==> src/hdl/lfr_pkg.sv <==
// ----------------------------------------------------------------------------
// LRU frame replacer package
// Shared command codes, field widths and channel payload types.
// ----------------------------------------------------------------------------
package lfr_pkg;

   // Field widths of the channel payloads.
   localparam int FRAME_ID_W  = 6;
   localparam int CMD_W       = 2;
   localparam int COUNT_W     = 7;

   // Frame ids are six bits wide, so no more than this many can be tracked.
   localparam int MAX_TRACKED = 64;

   // Width that holds any legal frame count for the range check.
   localparam int NUM_W       = 11;

   // Command codes. The remaining code is ignored by the block.
   localparam logic [CMD_W-1:0] CMD_VICTIM = 2'd0;
   localparam logic [CMD_W-1:0] CMD_PIN    = 2'd1;
   localparam logic [CMD_W-1:0] CMD_UNPIN  = 2'd2;

   // One command as it arrives on the request channel.
   typedef struct packed {
      logic [CMD_W-1:0]      cmd;
      logic [FRAME_ID_W-1:0] frame_num;
   } req_type;

   // One result as it leaves on the response channel.
   typedef struct packed {
      logic                  victim_found;
      logic [FRAME_ID_W-1:0] victim_frame;
      logic [COUNT_W-1:0]    tracked_count;
   } rsp_type;

endpackage

==> src/hdl/lfr_in_reg.sv <==
// ----------------------------------------------------------------------------
// LRU frame replacer input register
// Holds one accepted request until the recency stack consumes it.
// ----------------------------------------------------------------------------
module lfr_in_reg
   import lfr_pkg::*;
(
   input  logic    clock,
   input  logic    reset,
   input  logic    req_valid,
   output logic    req_ready,
   input  req_type req_payload,
   input  logic    advance,
   output logic    hold_valid,
   output req_type hold_payload
);

   logic    valid_ff;
   logic    valid_in;
   req_type payload_ff;

   // A new transfer is taken when the register is empty or drains this cycle.
   assign req_ready = ~valid_ff | advance;

   always_comb begin
      valid_in = valid_ff;
      if (req_valid && req_ready) begin
         valid_in = 1'b1;
      end else if (advance) begin
         valid_in = 1'b0;
      end
   end

   always_ff @(posedge clock) begin
      if (reset) begin
         valid_ff <= 1'b0;
      end else begin
         valid_ff <= valid_in;
      end
   end

   // The payload needs no reset; it is qualified by the valid bit.
   always_ff @(posedge clock) begin
      if (req_valid && req_ready) begin
         payload_ff <= req_payload;
      end
   end

   assign hold_valid   = valid_ff;
   assign hold_payload = payload_ff;

endmodule

==> src/hdl/lfr_stack.sv <==
// ----------------------------------------------------------------------------
// LRU frame replacer recency stack
// A row of slots ordered from most to least recently used, with a compare
// on every slot and a one-step shift that executes one command per cycle with step set.
// ----------------------------------------------------------------------------
module lfr_stack
   import lfr_pkg::*;
#(
   parameter int NUM_FRAMES = 64
)
(
   input  logic    clock,
   input  logic    reset,
   input  logic    step,
   input  req_type req,
   output rsp_type rsp
);

   localparam int DEPTH = (NUM_FRAMES < MAX_TRACKED) ? NUM_FRAMES : MAX_TRACKED;
   localparam int CNT_W = $clog2(DEPTH + 1);

   logic [FRAME_ID_W-1:0] ids_ff [DEPTH];
   logic [FRAME_ID_W-1:0] ids_in [DEPTH];
   logic [DEPTH-1:0]      valid_ff;
   logic [DEPTH-1:0]      valid_in;
   logic [CNT_W-1:0]      count_ff;
   logic [CNT_W-1:0]      count_in;

   // Slot views extended by one empty slot past the end of the row.
   logic [FRAME_ID_W-1:0] ids_ext [DEPTH+1];
   logic [DEPTH:0]        valid_ext;

   logic                  in_range;
   logic [DEPTH-1:0]      match;
   logic [DEPTH-1:0]      behind;
   logic                  found;
   logic [DEPTH-1:0]      last;
   logic [FRAME_ID_W-1:0] last_id;

   always_comb begin
      for (int i = 0; i < DEPTH; i++) begin
         ids_ext[i] = ids_ff[i];
      end
      ids_ext[DEPTH] = '0;
      valid_ext      = {1'b0, valid_ff};
   end

   // Frame ids at or above the frame count are ignored by pin and unpin.
   assign in_range = {{(NUM_W-FRAME_ID_W){1'b0}}, req.frame_num} < NUM_W'(NUM_FRAMES);

   // Compare the frame id against every tracked slot.
   always_comb begin
      for (int i = 0; i < DEPTH; i++) begin
         match[i] = valid_ff[i] && (ids_ff[i] == req.frame_num) && in_range;
      end
   end

   // Mark the slots that lie behind the matching slot.
   always_comb begin
      logic run;
      run = 1'b0;
      for (int i = 0; i < DEPTH; i++) begin
         behind[i] = run;
         run       = run | match[i];
      end
      found = run;
   end

   // The least recently used frame sits in the last valid slot.
   always_comb begin
      last_id = '0;
      for (int i = 0; i < DEPTH; i++) begin
         last[i] = valid_ext[i] & ~valid_ext[i+1];
         last_id = last_id | (ids_ff[i] & {FRAME_ID_W{last[i]}});
      end
   end

   // Next state of the stack and the result of the command.
   always_comb begin
      for (int i = 0; i < DEPTH; i++) begin
         ids_in[i] = ids_ff[i];
      end
      valid_in          = valid_ff;
      count_in          = count_ff;
      rsp.victim_found  = 1'b0;
      rsp.victim_frame  = '0;
      if (step) begin
         unique case (req.cmd)
            CMD_VICTIM: begin
               if (valid_ff[0]) begin
                  rsp.victim_found = 1'b1;
                  rsp.victim_frame = last_id;
                  valid_in         = valid_ext[DEPTH:1];
                  count_in         = count_ff - 1'b1;
               end
            end
            CMD_PIN: begin
               // Close the gap left by the removed frame.
               if (found) begin
                  for (int i = 0; i < DEPTH; i++) begin
                     if (behind[i] || match[i]) begin
                        ids_in[i] = ids_ext[i+1];
                     end
                  end
                  valid_in = valid_ext[DEPTH:1];
                  count_in = count_ff - 1'b1;
               end
            end
            CMD_UNPIN: begin
               // Move the slots ahead of the frame back and put it in front.
               if (in_range && (found || !valid_ff[DEPTH-1])) begin
                  for (int i = 1; i < DEPTH; i++) begin
                     if (!behind[i]) begin
                        ids_in[i]   = ids_ff[i-1];
                        valid_in[i] = valid_ff[i-1];
                     end
                  end
                  ids_in[0]   = req.frame_num;
                  valid_in[0] = 1'b1;
                  if (!found) begin
                     count_in = count_ff + 1'b1;
                  end
               end
            end
            default: begin
            end
         endcase
      end
      rsp.tracked_count = COUNT_W'(count_in);
   end

   always_ff @(posedge clock) begin
      if (reset) begin
         valid_ff <= '0;
         count_ff <= '0;
      end else begin
         valid_ff <= valid_in;
         count_ff <= count_in;
      end
   end

   // Slot ids are only read where their valid bit is set.
   always_ff @(posedge clock) begin
      for (int i = 0; i < DEPTH; i++) begin
         ids_ff[i] <= ids_in[i];
      end
   end

endmodule

==> src/hdl/lru_frame_replacer_core.sv <==
// ----------------------------------------------------------------------------
// LRU frame replacer core
// Recency order of evictable buffer frames with victim, pin and unpin
// commands, behind a request register and a response register.
// ----------------------------------------------------------------------------
// The block takes one command per clock cycle while the response side is not
// stalled and returns exactly one result for each, through the request and
// response registers. The rate is set by the recency stack: every slot compares
// its frame id in parallel and the whole row shifts by at most one place per
// command. The stack holds the smaller of NUM_FRAMES and 64 slots, since
// frame ids are six bits wide. After reset the order is empty and commands are
// accepted at once. Command code 3 is ignored and reports the current count.
module lru_frame_replacer_core
   import lfr_pkg::*;
#(
   parameter int NUM_FRAMES = 64
)
(
   input  logic    clock,
   input  logic    reset,
   input  logic    req_valid,
   output logic    req_ready,
   input  req_type req_payload,
   output logic    rsp_valid,
   input  logic    rsp_ready,
   output rsp_type rsp_payload
);

   logic    hold_valid;
   req_type hold_payload;
   logic    advance;
   rsp_type stack_rsp;
   logic    rsp_valid_ff;
   logic    rsp_valid_in;
   rsp_type rsp_payload_ff;

   // A held command executes when the response register is free or draining.
   assign advance = hold_valid & (~rsp_valid_ff | rsp_ready);

   lfr_in_reg u_in_reg (
      .clock        (clock),
      .reset        (reset),
      .req_valid    (req_valid),
      .req_ready    (req_ready),
      .req_payload  (req_payload),
      .advance      (advance),
      .hold_valid   (hold_valid),
      .hold_payload (hold_payload)
   );

   lfr_stack #(
      .NUM_FRAMES (NUM_FRAMES)
   ) u_stack (
      .clock (clock),
      .reset (reset),
      .step  (advance),
      .req   (hold_payload),
      .rsp   (stack_rsp)
   );

   // Response register: loaded on every executed command.
   always_comb begin
      rsp_valid_in = rsp_valid_ff;
      if (advance) begin
         rsp_valid_in = 1'b1;
      end else if (rsp_ready) begin
         rsp_valid_in = 1'b0;
      end
   end

   always_ff @(posedge clock) begin
      if (reset) begin
         rsp_valid_ff <= 1'b0;
      end else begin
         rsp_valid_ff <= rsp_valid_in;
      end
   end

   always_ff @(posedge clock) begin
      if (advance) begin
         rsp_payload_ff <= stack_rsp;
      end
   end

   assign rsp_valid   = rsp_valid_ff;
   assign rsp_payload = rsp_payload_ff;

endmodule

==> config.mk <==
export PLATFORM = sky130hd
export DESIGN_NAME = lru_frame_replacer_core
export DESIGN_NICKNAME = d
export VERILOG_FILES = /design/src/hdl/lfr_pkg.sv /design/src/hdl/lfr_in_reg.sv /design/src/hdl/lfr_stack.sv /design/src/hdl/lru_frame_replacer_core.sv
export SDC_FILE = /design/constraint.sdc
export NUM_CORES = 1
export LEC_CHECK = 0
export ABC_AREA = 0
export BUFFER_PORTS_ARGS = -buffer_cell sky130_fd_sc_hd__buf_2
export CAP_MARGIN = 20
export CORE_MARGIN = 5
export CORE_UTILIZATION = 55
export DETAILED_ROUTE_END_ITERATION = 8
export PLACE_DENSITY = 0.76
export SLEW_MARGIN = 5
export SYNTH_ARGS = -nofsm -noshare
export SYNTH_HDL_FRONTEND = slang
export SYNTH_HIERARCHICAL = 1
export SYNTH_SLANG_ARGS = --single-unit
==> constraint.sdc <==
create_clock -name clock -period 3.8 [get_ports clock]
set_input_delay 0.19 -clock clock [delete_from_list [all_inputs] [get_ports clock]]
set_output_delay 0.19 -clock clock [all_outputs]
set_load 0.005 [all_outputs]
==> impl_metrics.env, run 1 <==
export IMPL_status="complete, but fails checks"
export IMPL_violations="setup timing"
export IMPL_ios=28
export IMPL_path_buf_inv=11
export IMPL_yosysTopAreaCell="edfxtp_1"
export IMPL_slew_viol_final=0
export IMPL_crit_path_top_delay_cell="nor4_1"
export IMPL_grt_setup_unrepaired="true"
export IMPL_fmax_mhz=242
export IMPL_slew_headroom_pct=17.2
export IMPL_critPathRequiredTime_ns=4.13
export IMPL_ys_seq_area_share_pct=46.1
export IMPL_cts_tree="built"
export IMPL_fin_area_um2=38200
export IMPL_drive_gt1_share_pct=42.1
export IMPL_fin_skew_ns=0.0203
export IMPL_grt_pass1_vias=26900
export IMPL_grt_max_degree=170
export IMPL_synth_warnings=6
export IMPL_internal_power_uw=10300
export IMPL_grt_pass1_wl_um=198000
export IMPL_multi_input_area_um2=15900
export IMPL_cts_sinks=479
export IMPL_combPwrFrac_pct=19.1
export IMPL_hpwlAfterDp_um=106000
export IMPL_cts_buffer_depth=3
export IMPL_synth_nets=2491
export IMPL_power_switching_uw=4090
export IMPL_leakage_uw=0.0139
export IMPL_first_pass_iters=6
export IMPL_seq_power_share_pct=43.0
export IMPL_crit_top_cell="buf_4"
export IMPL_wl_um=144000
export IMPL_grt_overflow=0
export IMPL_nNetsFinal=3058
export IMPL_netlist_instances=2473
export IMPL_die_area_um2=58600
export IMPL_pwr_density_cell_nw_per_um2=376
export IMPL_crit_fanout=6
export IMPL_clockRootBuffer="clkbuf_16"
export IMPL_avgSynthCellArea_um2=12.0
export IMPL_synth_edf_count=406
export IMPL_area_delta_synth_final_pct=28.9
export IMPL_p_clk_share_pct=38.0
export IMPL_finalSetupViolCount=437
export IMPL_core_um2=53600
export IMPL_fill_cells=3610
export IMPL_grt_antenna_before_repair=15
export IMPL_final_hold_violation_count=0
export IMPL_cp_cell_sequence="buf_6 -> buf_12 -> buf_16 -> clkbuf_16 -> xor2_1 -> nor4_1 -> nor3_2 -> nand4_1 -> buf_4 -> buf_4 -> nor4_4 -> buf_4 -> nor3_4 -> buf_12 -> buf_8 -> buf_4 -> nand2_2 -> a21oi_2 -> buf_6"
export IMPL_crit_arrival_ns=4.47
export IMPL_synth_area_leaders="edfxtp_1, mux2_2, xnor2_1"
export IMPL_end_kind="flip-flop"
export IMPL_start_util_pct=55.3
export IMPL_vdd_ir_drop_max_mv=0.487
export IMPL_gp_congestion=1.11
export IMPL_vias=27800
export IMPL_clk_pin_slew_ns=0.06
export IMPL_cp_slowest_stage_delay_ns=0.58
export IMPL_final_cells=3789
export IMPL_drt_iter0_drc=4776
export IMPL_fin_crit_ns=4.14
export IMPL_grtUsageTotal_pct=46.5
export IMPL_core_rowCount=85
export IMPL_cp_start_kind="flip-flop"
export IMPL_mostFrequentLayoutCell="buf_4"
export IMPL_numPortBuffers=27
export IMPL_detail_route_antenna_nets=0
export IMPL_fin_ws_ns=-0.337
export IMPL_final_cell_mix="buf_4, edfxtp_1, mux2_2, xnor2_1, xor2_1"
export IMPL_clock_latency_ns=0.63
export IMPL_hold_class="in2reg"
export IMPL_cap_violations=0
export IMPL_tightestPinTransition_ns=1.24
export IMPL_drc=0
export IMPL_placed_cells=3607
export IMPL_fin_crit_sh_pct=109
export IMPL_vias_per_cell=7.33
export IMPL_swShare_pct=28.5
export IMPL_cts_made_buffers=53
export IMPL_ys_ff_latch=479
export IMPL_die_y_um=242
export IMPL_critPathTopFamily="buffers and inverters"
export IMPL_synth_top_area_share_pct=41.1
export IMPL_synth_area_um2=29600
export IMPL_tns_ns=-56.68
export IMPL_register_area_um2=13700
export IMPL_placedInstanceArea_um2=34400
export IMPL_path_class="reg2reg"
export IMPL_fp_dieW_um=242
export IMPL_post_drt_wl_per_cell_um=37.9
export IMPL_htreeDepth=2
export IMPL_synth_flop_cell="edfxtp_1"
export IMPL_ys_async_sr_fraction_pct=0
export IMPL_synth_cell_type_count=80
[cell type report]
| type | instances | share of cell area, % |
|---|---|---|
| tap | 696 | 2.28 |
| sequential | 479 | 35.7 |
| timing repair buffer | 668 | 15.4 |
| clock buffer | 65 | 3.70 |
| antenna | 12 | 0.0786 |
| clock inverter | 31 | 0.973 |
| multi-input combinational | 1820 | 41.7 |
| inverter | 18 | 0.177 |
[synth_stat cells, types with 48 or more instances]
| cell | instances |
|---|---|
| nor2b_1 | 68 |
| dfxtp_1 | 73 |
| a22oi_1 | 159 |
| xor2_1 | 187 |
| a221oi_1 | 54 |
| clkbuf_1 | 89 |
| nor4_1 | 55 |
| edfxtp_1 | 406 |
| nand4_1 | 103 |
| nor2_1 | 48 |
| nand2_1 | 60 |
| xnor2_1 | 199 |
| mux2_2 | 386 |
| a21oi_1 | 80 |
[kinds of logic after synthesis]
family	after synthesis	share of synthesized area [%]
AO/OA/AOI/OAI	534	13.8
AND/OR/NAND/NOR	501	10.0
flip-flops	479	46.1
multiplexers	393	14.9
XOR/XNOR	386	11.4
buffers and inverters	174	3.58
adder cells (fa/ha/maj)	6	0.253
[through the flow]
| stage | power (µW) | utilization [%] | worst slack, ns | hold WS (ns) |
|---|---|---|---|---|
| final | 14400 | 71.3 | -0.337 | 0.292 |
| after global placement | 8570 | 64.2 | -0.469 | 0.369 |
| after detailed placement | 8620 | 64.2 | -0.630 | 0.369 |
| after CTS | 14100 | 70.1 | -0.110 | 0.227 |
| after global routing | 14600 | 71.2 | -0.359 | 0.302 |
| after floorplan | 7550 | - | 0.102 | 0.252 |
[final timing paths]
kind / start / slack [ns] / depth (start not counted) / end
max: u_in_reg/hold_payload[5] / -0.34 / 19 / u_stack/ids_ff[1][153]
min: reset / 0.29 / 3 / u_stack/count_ff[4]
max reg2reg: u_in_reg/hold_payload[5] / -0.34 / 19 / u_stack/ids_ff[1][153]
min reg2reg: rsp_valid / 0.50 / 2 / rsp_valid
[routing by layer]
metal  up-vias  global-route usage (%)  part of all wire [%]
met5         -                       0                 0.070
met4        12                    33.6                   9.8
met3       770                    15.5                    14
met2      2595                    68.9                    42
met1     13500                    57.0                    34
li1      10900                       -                     -
[flip-flops by register name, indices dropped and copies added, names as in the netlist]
register / flops
u_stack/ids_ff: 384
u_stack/valid_ff: 64
rsp_payload: 14
u_in_reg/hold_payload: 8
u_stack/count_ff: 7
rsp_valid: 1
u_in_reg/hold_valid: 1
[power by group through the flow]
| stage | sequential [µW] | clock (µW) | combinational, µW |
|---|---|---|---|
| finish | 6170 | 5450 | 2740 |
| global placement | 6250 | 0 | 2320 |
| detailed placement | 6260 | 0 | 2360 |
| floorplan | 6190 | 0 | 1360 |
| global route | 6170 | 5690 | 2780 |
| CTS | 6150 | 5450 | 2540 |
[what timing repair did]
action                                  CTS  global route
gates resized for setup                 170            77
setup buffers                            45            20
cloned                                    5             1
hold endpoints to repair                 10             0
pin swaps                                63            30
endpoints found under the setup margin  455           453
hold buffers                             10             0
[worst reg2reg max path: stages (launching register included)]
cell,delay (ns)
edfxtp_1,0.38
buf_6,0.17
buf_12,0.13
buf_16,0.15
clkbuf_16,0.19
xor2_1,0.16
nor4_1,0.58
nor3_2,0.16
nand4_1,0.24
buf_4,0.17
buf_4,0.12
nor4_4,0.05
buf_4,0.17
nor3_4,0.34
buf_12,0.18
buf_8,0.11
buf_4,0.12
nand2_2,0.07
a21oi_2,0.20
buf_6,0.17
(Power assumes the default switching activity.)
==> inputs of run 2 (changes only) <==
--- a/config.mk
+++ b/config.mk
@@ -8,6 +8,7 @@
 export ABC_AREA = 0
 export BUFFER_PORTS_ARGS = -buffer_cell sky130_fd_sc_hd__buf_2
 export CAP_MARGIN = 20
+export CORE_ASPECT_RATIO = 1.25
 export CORE_MARGIN = 5
 export CORE_UTILIZATION = 55
 export DETAILED_ROUTE_END_ITERATION = 8
==> constraint.sdc (replaced) <==
create_clock -name clock -period 3.8 [get_ports clock]
set_input_delay 0.19 -clock clock [delete_from_list [all_inputs] [get_ports clock]]
set_output_delay 0.19 -clock clock [all_outputs]
set_load 0.1 [all_outputs]
==> impl_metrics.env, run 2 (synthesis results as in run 1) <==
export IMPL_status="complete, but fails checks"
export IMPL_violations="setup timing"
export IMPL_cts_sinks=479
export IMPL_final_cells=3875
export IMPL_cap_violations=0
export IMPL_cp_endpoint="u_stack/valid_ff[28]"
export IMPL_r2r_end="u_stack/valid_ff[28]"
export IMPL_use_met3_pct=14.4
export IMPL_final_cell_mix="buf_4, edfxtp_1, mux2_2, xnor2_1, xor2_1"
export IMPL_vias=28200
export IMPL_core_um2=53600
export IMPL_largest_register_ff_count=384
export IMPL_reg2regPathDepth=19
export IMPL_drive_gt1_share_pct=44.1
export IMPL_gp_congestion=1.12
export IMPL_fmax_mhz=240
export IMPL_placed_cells=3690
export IMPL_regMostFlops="u_stack/ids_ff"
export IMPL_use_met1_pct=56.0
export IMPL_vdd_ir_drop_max_mv=0.423
export IMPL_power_switching_uw=4200
export IMPL_wl_um=149000
export IMPL_grt_max_degree=97
export IMPL_clock_latency_ns=0.62
export IMPL_grt_overflow=0
export IMPL_critPathRequiredTime_ns=4.31
export IMPL_swShare_pct=29.3
export IMPL_cts_buffer_depth=3
export IMPL_finish_utilization_pct=72.9
export IMPL_post_drt_wl_per_cell_um=38.6
export IMPL_fp_dieW_um=218
export IMPL_start_util_pct=55.3
export IMPL_fin_hold_ws_ns=0.294
export IMPL_power_total_uw=14400
export IMPL_leakage_uw=0.0143
export IMPL_p_clk_share_pct=36.3
export IMPL_core_rowCount=95
export IMPL_first_pass_iters=6
export IMPL_area_delta_synth_final_pct=31.8
export IMPL_crit_fanout=8
export IMPL_tightestPinTransition_ns=1.32
export IMPL_final_hold_violation_count=0
export IMPL_htreeDepth=2
export IMPL_internal_power_uw=10200
export IMPL_mostFrequentLayoutCell="buf_4"
export IMPL_path_class="reg2reg"
export IMPL_regToRegStartpoint="u_in_reg/hold_payload[3]"
export IMPL_ios=28
export IMPL_cp_start_kind="flip-flop"
export IMPL_cts_made_buffers=51
export IMPL_fin_ws_ns=-0.365
export IMPL_crit_arrival_ns=4.67
export IMPL_grt_antenna_before_repair=12
export IMPL_grtUsageTotal_pct=47.6
export IMPL_grt_busiest_layer="met2"
export IMPL_die_area_um2=58700
export IMPL_pwr_density_cell_nw_per_um2=368
export IMPL_pre_cts_slack_ns=-0.711
export IMPL_fin_skew_ns=0.0237
export IMPL_fin_crit_sh_pct=110
export IMPL_cts_tree="built"
export IMPL_nNetsFinal=3119
export IMPL_slew_headroom_pct=12.0
export IMPL_hold_class="in2reg"
export IMPL_detail_route_antenna_nets=0
export IMPL_grt_use_met2_pct=72.4
export IMPL_grt_pass1_vias=27200
export IMPL_seq_power_share_pct=42.8
export IMPL_vias_per_cell=7.28
export IMPL_drc=0
export IMPL_clk_pin_slew_ns=0.07
export IMPL_finalSetupViolCount=460
export IMPL_r2r_slack_ns=-0.36
export IMPL_combPwrFrac_pct=20.9
export IMPL_fin_crit_ns=4.16
export IMPL_grt_setup_unrepaired="true"
export IMPL_grt_pass1_wl_um=201000
export IMPL_numPortBuffers=27
export IMPL_slew_viol_final=0
export IMPL_hpwlAfterDp_um=106000
export IMPL_cp_startpoint="u_in_reg/hold_payload[3]"
export IMPL_die_y_um=270
export IMPL_end_kind="flip-flop"
export IMPL_clockRootBuffer="clkbuf_16"
export IMPL_drt_iter0_drc=4509
==> run 2: how the worst min path moves through the flow <==
stage                                     to            from  cells after the start  slack (ns)
finish              u_in_reg/hold_payload[7]  req_payload[7]                      2        0.29
global route        u_in_reg/hold_payload[3]  req_payload[3]                      2        0.30
CTS                 u_in_reg/hold_payload[6]  req_payload[6]                      2        0.29
detailed placement  u_in_reg/hold_payload[0]  req_payload[0]                      1        0.37
global placement    u_in_reg/hold_payload[4]  req_payload[4]                      1        0.37
floorplan                          rsp_valid           reset                      1        0.25
==> run 2: cell type report <==
cell class	count	area, µm²
multi-input cells	1820	16200
fillers	3522	14600
flip-flops and latches	479	13700
repair buffers	731	6520
clock buffers	79	1510
well taps	727	910
clock inverters	16	179
inverters	18	67.6
diodes	5	12.5
==> run 2: power groups by stage <==
stage	combinational, µW	sequential [µW]	clock [µW]
finish	3000	6140	5210
global route	3030	6140	5420
CTS	2710	6120	5170
detailed placement	2510	6230	0
global placement	2480	6220	0
floorplan	1370	6250	0
==> run 2: routing by layer <==
metal  part of all wire [%]  routed length (µm)
met2                     43               64400
met3                     14               20200
met5                  0.037                  55
met1                     32               48200
met4                     11               16400
==> run 2: worst max-delay path, cell delays in order (launching register included) <==
cell and delay (ns):
edfxtp_1 0.41, buf_6 0.17, buf_12 0.16, buf_12 0.15, buf_16 0.16, buf_4 0.17
xnor2_1 0.14, nand4_1 0.13, nor4_1 0.08, nor3_1 0.37, nand4_1 0.18, buf_6 0.19
or4_4 0.53, nor3_4 0.27, buf_12 0.16, buf_4 0.14, o31a_1 0.20, buf_4 0.14
nor2_1 0.04, o221a_2 0.26
==> run 2: timing repair <==
| action | in CTS | in global routing |
|---|---|---|
| gates resized for setup | 153 | 154 |
| pin swaps | 34 | 53 |
| hold buffers | 10 | 0 |
| endpoints found under the setup margin | 452 | 454 |
| buffers inserted | 33 | 32 |
| gates cloned | 9 | 4 |
| hold endpoints to repair | 10 | 0 |
==> run 2: per-stage QoR <==
step,area [µm²],TNS [ns]
after CTS,37800,-7.49
final,39100,-95.60
after global placement,34800,-95.59
after detailed placement,34800,-113.53
after global routing,39000,-107.58
after floorplan,29600,0
